### src/sv/dsts_pkg.sv
// dsts_pkg: shared constants, types and helpers for the decimal triple subtract unit.
// No dependencies; every other file refers to it by scoped names.
package dsts_pkg;

   localparam int DIGITS = 64;
   localparam int ADDR_W = $clog2(DIGITS);
   localparam int CNT_W  = ADDR_W + 1;

   localparam logic [CNT_W-1:0]  CNT_FULL  = CNT_W'(DIGITS);
   localparam logic [CNT_W-1:0]  CNT_ONE   = CNT_W'(1);
   localparam logic [CNT_W-1:0]  POS_LAST  = CNT_W'(DIGITS - 1);
   localparam logic [ADDR_W-1:0] ADDR_LAST = ADDR_W'(DIGITS - 1);

   localparam logic [3:0] DIGIT_MAX = 4'd9;
   localparam logic [3:0] RADIX     = 4'd10;

   typedef enum logic [1:0] {
      CMD_X    = 2'd0,
      CMD_Y    = 2'd1,
      CMD_Z    = 2'd2,
      CMD_CALC = 2'd3
   } cmd_type;

   typedef enum logic [2:0] {
      ST_IDLE,
      ST_PASS_A,
      ST_PASS_B,
      ST_PASS_C,
      ST_EMIT_RD,
      ST_EMIT_CHK,
      ST_SHOW
   } state_type;

   typedef struct packed {
      logic              push;
      logic              clear;
      logic [ADDR_W-1:0] rd_pos;
   } store_ctl_type;

   typedef struct packed {
      logic step;
      logic first;
   } alu_ctl_type;

   function automatic logic [3:0] clamp_digit(input logic [3:0] d);
      return (d > DIGIT_MAX) ? DIGIT_MAX : d;
   endfunction

endpackage

### src/sv/decimal_signed_triple_subtract_unit.sv
// decimal_signed_triple_subtract_unit: top level, sequencer, result memory and output register.
// Depends on dsts_pkg, dsts_digit_store and dsts_bcd_alu.
//
//   channel   direction  tdata               tuser          tlast
//   req_      in         [3:0] digit         [1:0] cmd      -
//   rsp_      out        [3:0] digit_res     [0] negative   last
//
// A digit request (cmd 0..2) is stored when it is accepted. A compute request runs two or three
// passes over all DIGITS positions through the one-digit BCD subtractor, then reads the result
// memory from the top, through EMIT_RD and EMIT_CHK for each suppressed leading zero and
// through EMIT_RD, EMIT_CHK and SHOW for each emitted digit; SHOW holds while rsp_ stalls.
// Stores are emptied by clearing their fill counts; no clearing pass after reset.
// req_tready is low during reset and from a compute request until its last result is taken.
module decimal_signed_triple_subtract_unit (
   input  logic       clock,
   input  logic       reset,
   input  logic       req_tvalid,
   output logic       req_tready,
   input  logic [7:0] req_tdata,   // [3:0] digit, [7:4] zero
   input  logic [1:0] req_tuser,   // [1:0] cmd
   output logic       rsp_tvalid,
   input  logic       rsp_tready,
   output logic [7:0] rsp_tdata,   // [3:0] digit_res, [7:4] zero
   output logic       rsp_tuser,   // [0] negative
   output logic       rsp_tlast
);

   dsts_pkg::state_type state_ff;
   dsts_pkg::state_type state_in;

   logic [dsts_pkg::CNT_W-1:0]  i_ff;
   logic [dsts_pkg::CNT_W-1:0]  i_in;
   logic [dsts_pkg::ADDR_W-1:0] e_ff;
   logic [dsts_pkg::ADDR_W-1:0] e_in;
   logic                        lead_ff;
   logic                        lead_in;
   logic                        borrow_a_ff;
   logic                        borrow_a_in;
   logic                        neg_ff;
   logic                        neg_in;
   logic [3:0]                  out_digit_ff;
   logic [3:0]                  out_digit_in;
   logic                        out_last_ff;
   logic                        out_last_in;

   logic [3:0]                  t_mem [dsts_pkg::DIGITS];
   logic [3:0]                  t_q_ff;
   logic                        t_we;
   logic [dsts_pkg::ADDR_W-1:0] t_wr_addr;
   logic [dsts_pkg::ADDR_W-1:0] t_rd_addr;

   dsts_pkg::store_ctl_type     x_ctl;
   dsts_pkg::store_ctl_type     y_ctl;
   dsts_pkg::store_ctl_type     z_ctl;
   dsts_pkg::alu_ctl_type       alu_ctl;
   logic [3:0]                  x_digit;
   logic [3:0]                  y_digit;
   logic [3:0]                  z_digit;
   logic [3:0]                  opa;
   logic [3:0]                  opb;
   logic [3:0]                  alu_diff;
   logic                        alu_bout;

   dsts_pkg::cmd_type           cmd;
   logic [3:0]                  in_digit;
   logic                        req_accept;
   logic                        in_pass;
   logic                        proc;
   logic                        clear_all;
   logic [dsts_pkg::ADDR_W-1:0] rd_pos;
   logic [dsts_pkg::CNT_W-1:0]  wr_pos;

   assign cmd        = dsts_pkg::cmd_type'(req_tuser);
   assign in_digit   = dsts_pkg::clamp_digit(req_tdata[3:0]);
   assign req_tready = (state_ff == dsts_pkg::ST_IDLE) && !reset;
   assign req_accept = req_tvalid && req_tready;

   dsts_digit_store u_x_store (
      .clock      (clock),
      .reset      (reset),
      .ctl        (x_ctl),
      .push_digit (in_digit),
      .rd_digit   (x_digit)
   );

   dsts_digit_store u_y_store (
      .clock      (clock),
      .reset      (reset),
      .ctl        (y_ctl),
      .push_digit (in_digit),
      .rd_digit   (y_digit)
   );

   dsts_digit_store u_z_store (
      .clock      (clock),
      .reset      (reset),
      .ctl        (z_ctl),
      .push_digit (in_digit),
      .rd_digit   (z_digit)
   );

   dsts_bcd_alu u_alu (
      .clock (clock),
      .reset (reset),
      .ctl   (alu_ctl),
      .opa   (opa),
      .opb   (opb),
      .diff  (alu_diff),
      .bout  (alu_bout)
   );

   always_comb begin
      state_in     = state_ff;
      i_in         = i_ff;
      e_in         = e_ff;
      lead_in      = lead_ff;
      borrow_a_in  = borrow_a_ff;
      neg_in       = neg_ff;
      out_digit_in = out_digit_ff;
      out_last_in  = out_last_ff;
      clear_all    = 1'b0;
      opa          = 4'd0;
      opb          = 4'd0;

      in_pass = (state_ff == dsts_pkg::ST_PASS_A) || (state_ff == dsts_pkg::ST_PASS_B) ||
                (state_ff == dsts_pkg::ST_PASS_C);
      // issue reads for digit i while the digit read last cycle is processed
      proc    = (i_ff != '0);
      rd_pos  = (i_ff < dsts_pkg::CNT_FULL) ? i_ff[dsts_pkg::ADDR_W-1:0] : '0;
      wr_pos  = i_ff - 1'b1;

      case (state_ff)
         dsts_pkg::ST_IDLE: begin
            if (req_accept && (cmd == dsts_pkg::CMD_CALC)) begin
               state_in = dsts_pkg::ST_PASS_A;
            end
         end
         dsts_pkg::ST_PASS_A: begin
            // T = x - y
            opa = x_digit;
            opb = y_digit;
            if (i_ff == dsts_pkg::CNT_FULL) begin
               borrow_a_in = alu_bout;
               state_in    = dsts_pkg::ST_PASS_B;
            end
         end
         dsts_pkg::ST_PASS_B: begin
            // x >= y: T = T - z;  x < y: T = z - T, which is (y - x) + z mod 10^N
            if (borrow_a_ff) begin
               opa = z_digit;
               opb = t_q_ff;
            end else begin
               opa = t_q_ff;
               opb = z_digit;
            end
            if (i_ff == dsts_pkg::CNT_FULL) begin
               if (borrow_a_ff) begin
                  neg_in   = 1'b1;
                  state_in = dsts_pkg::ST_EMIT_RD;
               end else if (alu_bout) begin
                  neg_in   = 1'b1;
                  state_in = dsts_pkg::ST_PASS_C;
               end else begin
                  neg_in   = 1'b0;
                  state_in = dsts_pkg::ST_EMIT_RD;
               end
            end
         end
         dsts_pkg::ST_PASS_C: begin
            // ten's complement: T = 0 - T
            opa = 4'd0;
            opb = t_q_ff;
            if (i_ff == dsts_pkg::CNT_FULL) begin
               state_in = dsts_pkg::ST_EMIT_RD;
            end
         end
         dsts_pkg::ST_EMIT_RD: begin
            state_in = dsts_pkg::ST_EMIT_CHK;
         end
         dsts_pkg::ST_EMIT_CHK: begin
            if (lead_ff && (t_q_ff == 4'd0) && (e_ff != '0)) begin
               e_in     = e_ff - 1'b1;
               state_in = dsts_pkg::ST_EMIT_RD;
            end else begin
               out_digit_in = t_q_ff;
               out_last_in  = (e_ff == '0);
               lead_in      = 1'b0;
               state_in     = dsts_pkg::ST_SHOW;
            end
         end
         dsts_pkg::ST_SHOW: begin
            if (rsp_tready) begin
               if (out_last_ff) begin
                  state_in = dsts_pkg::ST_IDLE;
               end else begin
                  e_in     = e_ff - 1'b1;
                  state_in = dsts_pkg::ST_EMIT_RD;
               end
            end
         end
         default: begin
            state_in = dsts_pkg::ST_IDLE;
         end
      endcase

      if (in_pass) begin
         if (i_ff == dsts_pkg::CNT_FULL) begin
            i_in = '0;
         end else begin
            i_in = i_ff + 1'b1;
         end
      end

      // entering the output phase: result lives in T, so the stores can go
      if (in_pass && (state_in == dsts_pkg::ST_EMIT_RD)) begin
         e_in      = dsts_pkg::ADDR_LAST;
         lead_in   = 1'b1;
         clear_all = 1'b1;
      end

      x_ctl.push   = req_accept && (cmd == dsts_pkg::CMD_X);
      x_ctl.clear  = clear_all;
      x_ctl.rd_pos = rd_pos;
      y_ctl.push   = req_accept && (cmd == dsts_pkg::CMD_Y);
      y_ctl.clear  = clear_all;
      y_ctl.rd_pos = rd_pos;
      z_ctl.push   = req_accept && (cmd == dsts_pkg::CMD_Z);
      z_ctl.clear  = clear_all;
      z_ctl.rd_pos = rd_pos;

      alu_ctl.step  = in_pass && proc;
      alu_ctl.first = (i_ff == dsts_pkg::CNT_ONE);

      t_we      = in_pass && proc;
      t_wr_addr = wr_pos[dsts_pkg::ADDR_W-1:0];
      t_rd_addr = in_pass ? rd_pos : e_ff;
   end

   always_ff @(posedge clock) begin
      if (reset) begin
         state_ff    <= dsts_pkg::ST_IDLE;
         i_ff        <= '0;
         e_ff        <= '0;
         lead_ff     <= 1'b0;
         borrow_a_ff <= 1'b0;
         neg_ff      <= 1'b0;
         out_last_ff <= 1'b0;
      end else begin
         state_ff    <= state_in;
         i_ff        <= i_in;
         e_ff        <= e_in;
         lead_ff     <= lead_in;
         borrow_a_ff <= borrow_a_in;
         neg_ff      <= neg_in;
         out_last_ff <= out_last_in;
      end
   end

   always_ff @(posedge clock) begin
      out_digit_ff <= out_digit_in;
      if (t_we) begin
         t_mem[t_wr_addr] <= alu_diff;
      end
      t_q_ff <= t_mem[t_rd_addr];
   end

   assign rsp_tvalid = (state_ff == dsts_pkg::ST_SHOW);
   assign rsp_tdata  = {4'd0, out_digit_ff};
   assign rsp_tuser  = neg_ff;
   assign rsp_tlast  = out_last_ff;

endmodule

### src/sv/dsts_bcd_alu.sv
// dsts_bcd_alu: shared one-digit BCD subtractor with its borrow register.
// Depends on dsts_pkg.
module dsts_bcd_alu (
   input  logic                 clock,
   input  logic                 reset,
   input  dsts_pkg::alu_ctl_type ctl,
   input  logic [3:0]           opa,
   input  logic [3:0]           opb,
   output logic [3:0]           diff,
   output logic                 bout
);

   logic       borrow_ff;
   logic       borrow_in;
   logic       bin;
   logic [4:0] raw;

   always_comb begin
      bin       = ctl.first ? 1'b0 : borrow_ff;
      raw       = {1'b0, opa} - {1'b0, opb} - {4'd0, bin};
      bout      = raw[4];
      // negative partial difference wraps back into 0..9
      diff      = raw[4] ? (raw[3:0] + dsts_pkg::RADIX) : raw[3:0];
      borrow_in = bout;
   end

   always_ff @(posedge clock) begin
      if (reset) begin
         borrow_ff <= 1'b0;
      end else if (ctl.step) begin
         borrow_ff <= borrow_in;
      end
   end

endmodule

### src/sv/dsts_digit_store.sv
// dsts_digit_store: one BCD number held as a circular digit memory with a fill count.
// Read position 0 is the least significant digit. Depends on dsts_pkg.
module dsts_digit_store (
   input  logic                   clock,
   input  logic                   reset,
   input  dsts_pkg::store_ctl_type ctl,
   input  logic [3:0]             push_digit,
   output logic [3:0]             rd_digit
);

   logic [3:0] mem [dsts_pkg::DIGITS];

   logic [dsts_pkg::ADDR_W-1:0] wp_ff;
   logic [dsts_pkg::ADDR_W-1:0] wp_in;
   logic [dsts_pkg::CNT_W-1:0]  cnt_ff;
   logic [dsts_pkg::CNT_W-1:0]  cnt_in;
   logic                        rd_ok_ff;
   logic                        rd_ok_in;
   logic [3:0]                  rd_q_ff;

   logic [dsts_pkg::CNT_W-1:0]  pos_sum;
   logic [dsts_pkg::CNT_W-1:0]  pos_wrap;
   logic [dsts_pkg::ADDR_W-1:0] rd_addr;

   always_comb begin
      // newest digit sits at wp-1; walk downward modulo the depth
      pos_sum  = {1'b0, wp_ff} + dsts_pkg::POS_LAST - {1'b0, ctl.rd_pos};
      pos_wrap = pos_sum - dsts_pkg::CNT_FULL;
      rd_addr  = (pos_sum >= dsts_pkg::CNT_FULL) ? pos_wrap[dsts_pkg::ADDR_W-1:0]
                                                : pos_sum[dsts_pkg::ADDR_W-1:0];
      rd_ok_in = {1'b0, ctl.rd_pos} < cnt_ff;

      wp_in  = wp_ff;
      cnt_in = cnt_ff;
      if (ctl.clear) begin
         wp_in  = '0;
         cnt_in = '0;
      end else if (ctl.push) begin
         wp_in = (wp_ff == dsts_pkg::ADDR_LAST) ? '0 : wp_ff + 1'b1;
         if (cnt_ff != dsts_pkg::CNT_FULL) begin
            cnt_in = cnt_ff + 1'b1;
         end
      end
   end

   always_ff @(posedge clock) begin
      if (reset) begin
         wp_ff    <= '0;
         cnt_ff   <= '0;
         rd_ok_ff <= 1'b0;
      end else begin
         wp_ff    <= wp_in;
         cnt_ff   <= cnt_in;
         rd_ok_ff <= rd_ok_in;
      end
   end

   always_ff @(posedge clock) begin
      if (ctl.push) begin
         mem[wp_ff] <= push_digit;
      end
      rd_q_ff <= mem[rd_addr];
   end

   // digits above the fill count read as zero
   assign rd_digit = rd_ok_ff ? rd_q_ff : 4'd0;

endmodule

### config.mk
export PLATFORM = sky130hd
export DESIGN_NAME = decimal_signed_triple_subtract_unit
export DESIGN_NICKNAME = d
export VERILOG_FILES = /design/src/sv/dsts_pkg.sv /design/src/sv/decimal_signed_triple_subtract_unit.sv /design/src/sv/dsts_bcd_alu.sv /design/src/sv/dsts_digit_store.sv
export SDC_FILE = /design/constraint.sdc
export NUM_CORES = 1
export LEC_CHECK = 0
export BUFFER_PORTS_ARGS = -buffer_cell sky130_fd_sc_hd__buf_2
export CORE_UTILIZATION = 25
export CTS_CLUSTER_SIZE = 14
export DETAILED_ROUTE_END_ITERATION = 10
export PLACE_DENSITY = 0.5
export SLEW_MARGIN = 20
export SYNTH_ARGS = -nofsm -noshare
export SYNTH_HDL_FRONTEND = slang
export SYNTH_SLANG_ARGS = --single-unit
### constraint.sdc
create_clock -name clock -period 8.5 [get_ports clock]
set_input_delay 0.85 -clock clock [delete_from_list [all_inputs] [get_ports clock]]
set_output_delay 0.85 -clock clock [all_outputs]
set_load 0.01 [all_outputs]
==> flow_metrics.tcl, run 1 <==
set metrics [dict create \
    outcome "completed" \
    core_um2 181000 \
    seq_area_um2 32500 \
    rows 156 \
    p_sw_uw 2380 \
    die_x_um 429 \
    insertion_delay_ps 740 \
    startpoint_type "register" \
    dp_slack_ps 3730 \
    final_core_util_pct 28.9 \
    nNetsFinal 2751 \
    report.final.hold_viol_count 0 \
    crit_required_ps 9070 \
    async_reset_ff_share_pct 0 \
    p_leak_uw 0.0161 \
    multi_input_area_um2 12500 \
    cts-resized-gates 0 \
    cts-buffers-inserted 117 \
    dr.first_iter.drc_count 1778 \
    gr-usage-all-layers_pct 11.4 \
    max_slew_margin_pct 30.0 \
    start_util_pct 25.2 \
    rsz0062_at_grt "false" \
    design_area_um2 52400 \
    grt_pass1_wl_mm 158 \
    ys.flop_type "edfxtp_1" \
    path_clk_slew_ps 60 \
    tritoncts "yes" \
    clockBufferDepth 3 \
    crit_arrival_ps 5300 \
    placed_area_um2 48500 \
    setup_viol 0 \
    switching_share_pct 20.9 \
    setup_ws_ps 3770 \
    syn-instance-count 2632 \
    fillerInstances 17900 \
    area_delta_synth_final_pct 14.7 \
    finalCritPeriodShare_pct 55.6 \
    yosys.cell_types.count 72 \
    sequentialPowerShare_pct 52.1 \
    tns_ps 0 \
    die-area_um2 184000 \
    gp_congestion 0.751 \
    clkSinkCount 1107 \
    yosysWarnings 0 \
    htreeDepth 3 \
    num_vias 23100 \
    seq_area_frac_synth_pct 71.1 \
    p_comb_share_pct 3.6 \
    wl_per_cell_um 20.6 \
    clockPowerShare_pct 44.3 \
    fin_skew_ps 34.9 \
    slew_violations 0 \
    post-route-min-period_ps 4730 \
    worst_pin_slew_ps 1050 \
    grt_max_degree 113 \
    antenna_found_initial 6 \
    ys_ff_latch 1107 \
    postRouteAntennaNets 0 \
    syn-mean-instance-area_um2 17.3 \
    power.internal_uw 9050 \
    drt_first_pass_iters 5 \
    hold_class "register to register" \
    power_density_nw_per_um2 218 \
    syn_area_um2 45600 \
    vdd_ir_drop_max_uv 148 \
    postCtsHoldBufs 0 \
    ios 26 \
    drv_cap 0 \
    critical_path_class "register to register" \
    die_h_um 429 \
    max_freq_mhz 212 \
    routed_wl_mm 106 \
    crit_path_end_kind "register" \
    post-cts-setup-buffer-count 0 \
    path_max_fanout 39 \
    grt_pass1_vias 23600 \
    dp_hpwl_mm 64.9 \
    gr-total-overflow 0 \
    cts_root_buffer "clkbuf_16" \
    final_layout_size_suffix_gt1_share_pct 19.2 \
    viasPerCell 4.48 \
    io_buffers 17 \
    drc 0 \
    synth-edff-count 1028 \
]
[final timing paths]
check / from / slack (ps) / depth (start not counted) / end
max: i_ff[6] / 3770 / 10 / u_y_store.rd_q_ff[0]
min reg2reg: lead_ff / 460 / 2 / lead_ff
max reg2reg: i_ff[6] / 3770 / 10 / u_y_store.rd_q_ff[0]
min: lead_ff / 460 / 2 / lead_ff
[synthesized netlist by cell type (all sizes together), types with 8 or more instances]
cell type     n  area share, %
mux2i        89            2.0
mux4        254             13
edfxtp     1028             68
nor3          8          0.099
ha           50            1.4
nand3        45           0.54
and3         10           0.14
nand2b       10           0.14
o21ai        22           0.24
dfxtp        79            3.5
inv          59           0.49
a32o         15           0.33
xnor2        41           0.79
a21oi        48           0.53
a32oi        22           0.42
o21a          9           0.15
nand2       154            1.3
nor2b        30           0.41
a221oi       14           0.27
xor2         19           0.36
or3           9           0.12
buf          68           0.84
clkbuf       58           0.48
o22ai        10           0.14
a31oi        10           0.14
nor4          9           0.16
nand4        16           0.22
a211oi       14           0.23
a22oi         9           0.15
nor2        353            2.9
[per-stage QoR]
| stage | std cells | hold WS (ps) | power, uW |
|---|---|---|---|
| 2_1_floorplan | 2635 | 437 | 6370 |
| 3_3_place_gp | 4933 | 452 | 6490 |
| 3_5_place_dp | 4933 | 451 | 6500 |
| 4_1_cts | 5153 | 422 | 11600 |
| 5_1_grt | 5156 | 478 | 11800 |
| 6_report | 5156 | 459 | 11400 |
[routing by layer]
metal / track usage (%) / share of wire, %
met5: 0 / 0
met4: 3.67 / 2.6
met3: 1.94 / 4.2
met2: 18.5 / 48
met1: 15.5 / 45
[cells in the final DEF, fill, tap and decap left out, types with 10 or more instances in the layout]
| cell | netlist | layout |
|---|---|---|
| xnor2_2 | 0 | 10 |
| dfxtp_1 | 79 | 79 |
| bufinv_16 | 0 | 12 |
| a21oi_1 | 47 | 47 |
| xor2_1 | 19 | 19 |
| clkbuf_1 | 57 | 21 |
| ha_1 | 50 | 47 |
| mux2i_1 | 86 | 84 |
| a211oi_1 | 14 | 14 |
| a221oi_1 | 14 | 14 |
| and3_1 | 10 | 10 |
| clkbuf_16 | 0 | 119 |
| clkinv_2 | 0 | 31 |
| o22ai_1 | 10 | 10 |
| nand3_1 | 42 | 42 |
| a31oi_1 | 10 | 10 |
| a32o_1 | 15 | 15 |
| inv_1 | 58 | 57 |
| mux4_2 | 254 | 254 |
| o21ai_0 | 22 | 22 |
| clkinv_1 | 0 | 24 |
| nor2b_1 | 30 | 28 |
| nor2_1 | 352 | 352 |
| buf_2 | 39 | 16 |
| nand4_1 | 16 | 16 |
| edfxtp_1 | 1028 | 1028 |
| buf_4 | 15 | 34 |
| xnor2_1 | 41 | 31 |
| a32oi_1 | 22 | 22 |
| nand2_1 | 154 | 154 |
[flip-flops by register name, indices dropped and copies added (netlist names), 3 cells and up]
register,cells
u_y_store.wp_ff,6
u_x_store.cnt_ff,7
out_digit_ff,4
u_x_store.rd_q_ff,4
u_z_store.wp_ff,6
u_y_store.rd_q_ff,4
i_ff,7
t_mem,256
e_ff,6
u_z_store.rd_q_ff,4
u_x_store.wp_ff,6
u_z_store.cnt_ff,7
t_q_ff,4
u_y_store.cnt_ff,7
state_ff,3
u_z_store.mem,256
u_y_store.mem,256
u_x_store.mem,256
[power groups by stage]
| stage | clock network, uW | logic, uW | registers [uW] |
|---|---|---|---|
| global route | 5390 | 442 | 5960 |
| CTS | 5190 | 420 | 5960 |
| floorplan | 0 | 287 | 6080 |
| global placement | 0 | 416 | 6080 |
| finish | 5070 | 406 | 5960 |
| detailed placement | 0 | 419 | 6080 |
[critical path, stage by stage (launching register included)]
cell and delay (ps):
dfxtp_1 450, nand2b_1 500, inv_1 150, buf_4 230, fa_2 1080, buf_4 640, mux4_2 440, mux4_2 530
nor2b_1 160, a211oi_1 240, a21oi_1 90
[cell type report]
type                       instances  area share, %
multi-input combinational       1343           23.9
clock inverter                    79           1.37
clock buffer                     141           5.87
antenna                            3         0.0143
timing repair buffer              54          0.727
tap                             2370           5.66
sequential                      1107           62.0
inverter                          59          0.423
[kinds of logic (layout without fill, tap and decap cells)]
family,after synthesis,count (layout),share of synthesized area (%)
flops,1107,1107,71.1
simple gates,670,670,6.47
mux,349,349,14.7
compound gates,205,205,3.19
buf+inv,185,333,1.80
xor+xnor,60,60,1.15
fa+ha+maj,55,55,1.59
other cells,1,7,0.00822
Note: power is estimated with default switching activity, not from simulation.
==> run 2: changes to the inputs <==
ABC_AREA = 1   (was not set)
clock period = 4.73 ns   (was 8.5 ns; I/O delays follow)
==> run 2 against run 1 <==
Effect of this change:
- clock power increased by 95%
- first-iteration DRC count is 42% higher
- die area increased by 5.0%
- worst setup slack worse by 3100 ps
- sequential power is 80% higher
- clock skew grew 9.7 ps
- combinational power grew to 3.1 times the previous value
- sequential share of layout area is 3.2 points lower
- utilization up 0.10 points
- worst hold slack worse by 320 ps
==> flow_metrics.tcl, run 2 <==
set metrics [dict create \
    syn_area_um2 47900 \
    max_slew_margin_pct 28.1 \
    rows 160 \
    routed_wl_mm 124 \
    layout.cells.non_filler 7023 \
    fin_skew_ps 44.5 \
    setup_viol 0 \
    final_core_util_pct 29.0 \
    tritoncts "yes" \
    start_util_pct 25.2 \
    syn-instance-count 4435 \
    path_max_fanout 31 \
    synth_compound_area_share_pct 8.54 \
    clkSinkCount 1107 \
    core_um2 190000 \
    crit_path_end_kind "register" \
    antenna_found_initial 3 \
    syn-mean-instance-area_um2 10.8 \
    synth_top_area_share_pct 64.4 \
    drc 0 \
    yosys.cell_types.count 57 \
    wl_per_cell_um 17.7 \
    final_layout_size_suffix_gt1_share_pct 7.54 \
    critical_path_class "register to register" \
    slew_violations 0 \
    diodes 0 \
    cp_slowest_cell "nor3_1" \
    dp_hpwl_mm 74.3 \
    vdd_ir_drop_max_uv 295 \
    cts-buffers-inserted 119 \
    ios 26 \
    min_path_cells 2 \
    seq_area_frac_synth_pct 67.7 \
    die_h_um 440 \
    finalCritPeriodShare_pct 86.1 \
    layout_commonest_cell "edfxtp_1" \
    grt_max_degree 159 \
    drv_cap 0 \
    postCtsHoldBufs 0 \
    area_delta_synth_final_pct 15.1 \
    yosys.area_share.simple_pct 16.7 \
    htreeDepth 3 \
    yosysWarnings 0 \
    die_x_um 440 \
    grt_pass1_wl_mm 190 \
    yosysTopAreaCell "edfxtp_1" \
    critPathMaxStageDelay_ps 540 \
    drt_first_pass_iters 6 \
    crit_arrival_ps 4530 \
    nNetsFinal 4480 \
    hold_class "input port to register" \
    crit_chain "nor3_1 > nand2_1 > inv_1 > a2bb2oi_1 > fa_1 > fa_1 > nand2_1 > a21o_1 > nand2_1 > nand2_1 > inv_1 > nand2_1 > nand2_2 > buf_4" \
    report.final.hold_viol_count 0 \
    gr-usage-all-layers_pct 12.6 \
    ys_top_cells_by_area "edfxtp_1 64%, nor2_1 5.9%, nand2_1 5.0%, o21ai_0 4.9%, nand3_1 4.1%" \
    dpl.cell_count 6801 \
    crit_required_ps 5190 \
    synth.most_common_cell "edfxtp_1" \
    synth_top_family_by_area "simple AND/OR/NAND/NOR gates" \
    outcome "completed" \
    synth-xor-area-share_pct 0.632 \
    synth-adder-area-share_pct 1.51 \
    die-area_um2 193000 \
    gr-total-overflow 0 \
    p_leak_uw 0.0186 \
    tns_ps 0 \
    dr.first_iter.drc_count 2528 \
    ys.flop_type "edfxtp_1" \
    post-cts-setup-buffer-count 0 \
    synth-edff-count 1028 \
    crit_top_cell "nand2_1" \
    grt_pass1_vias 32000 \
    reg2regPathDepth 14 \
    clockBufferDepth 3 \
    gp_congestion 0.808 \
    power_density_nw_per_um2 397 \
    viasPerCell 4.56 \
    async_reset_ff_share_pct 0 \
    postRouteAntennaNets 0 \
    final_cell_mix "1,028 x edfxtp_1, 750 x nor2_1, 641 x nand2_1" \
    hold_slack_ps 138 \
    synth_top_cells_by_count "1,028 x edfxtp_1, 751 x nor2_1, 643 x nand2_1" \
    cts_root_buffer "clkbuf_16" \
    max_freq_mhz 246 \
    post-route-min-period_ps 4070 \
    rsz0062_at_grt "false" \
    ys_ff_latch 1107 \
    startpoint_type "register" \
    muxShareOfSynthArea_pct 0 \
    path_clk_slew_ps 60 \
    worst_pin_slew_ps 1070 \
    num_vias 32100 \
    cts-resized-gates 0 \
    io_buffers 17 \
    insertion_delay_ps 740 \
]
==> run 2: logic make-up after synthesis <==
family / after synthesis
simple gates: 1905
fa+ha+maj: 55
flops: 1107
other cells: 1
compound gates: 753
buf+inv: 582
xor+xnor: 32
==> run 2: area by class of cell <==
| cell class | instances | area, um2 |
|---|---|---|
| fill | 19600 | 135000 |
| sequential | 1107 | 32500 |
| multi-input combinational | 2749 | 13300 |
| tap | 2511 | 3140 |
| clock buffer | 140 | 3100 |
| inverter | 351 | 1330 |
| clock inverter | 82 | 1050 |
| timing repair buffer | 83 | 774 |
==> run 2: path summary, 6_finish.rpt <==
| path | startpoint | endpoint | slack (ps) |
|---|---|---|---|
| worst max register to register | state_ff[2] | t_mem[9][2] | 660 |
| worst max-delay path | state_ff[2] | t_mem[9][2] | 660 |
| worst min-delay path | reset | u_x_store.rd_ok_ff | 140 |
| worst min register to register | lead_ff | lead_ff | 480 |
==> run 2: worst max-delay path: cells and delay by family, from the launching register on <==
family                     cells  cell delay, ps
buffers and inverters          3             630
and+or+nand+nor                7            1540
AOI/OAI and AO/OA              2             240
DFF                            1             420
adders and majority gates      2             940
==> run 2: stage by stage <==
stage | cell area, um2 | setup WS, ps | power [uW]
2_1_floorplan | 47900 | 98.9 | 11800
3_3_place_gp | 51000 | 710 | 12200
3_5_place_dp | 51000 | 679 | 12200
4_1_cts | 55200 | 644 | 22100
5_1_grt | 55200 | 350 | 22600
6_report | 55200 | 657 | 21900
==> run 2: power breakdown <==
group | leakage [uW] | internal [uW] | total, uW | switching (uW)
logic | 0.00687 | 341 | 1250 | 914
clock network | 0.00201 | 5930 | 9870 | 3940
registers | 0.00977 | 10700 | 10700 | 32.7
total | 0.0186 | 17000 | 21900 | 4880
==> run 2: per-layer routing <==
| layer | share of wire (%) | vias up | track usage [%] |
|---|---|---|---|
| met5 | 0 | - | 0 |
| met4 | 2.6 | 0 | 3.80 |
| met3 | 4.8 | 192 | 1.90 |
| met2 | 47 | 786 | 21.0 |
| met1 | 45 | 15700 | 16.9 |
| li1 | - | 15400 | - |
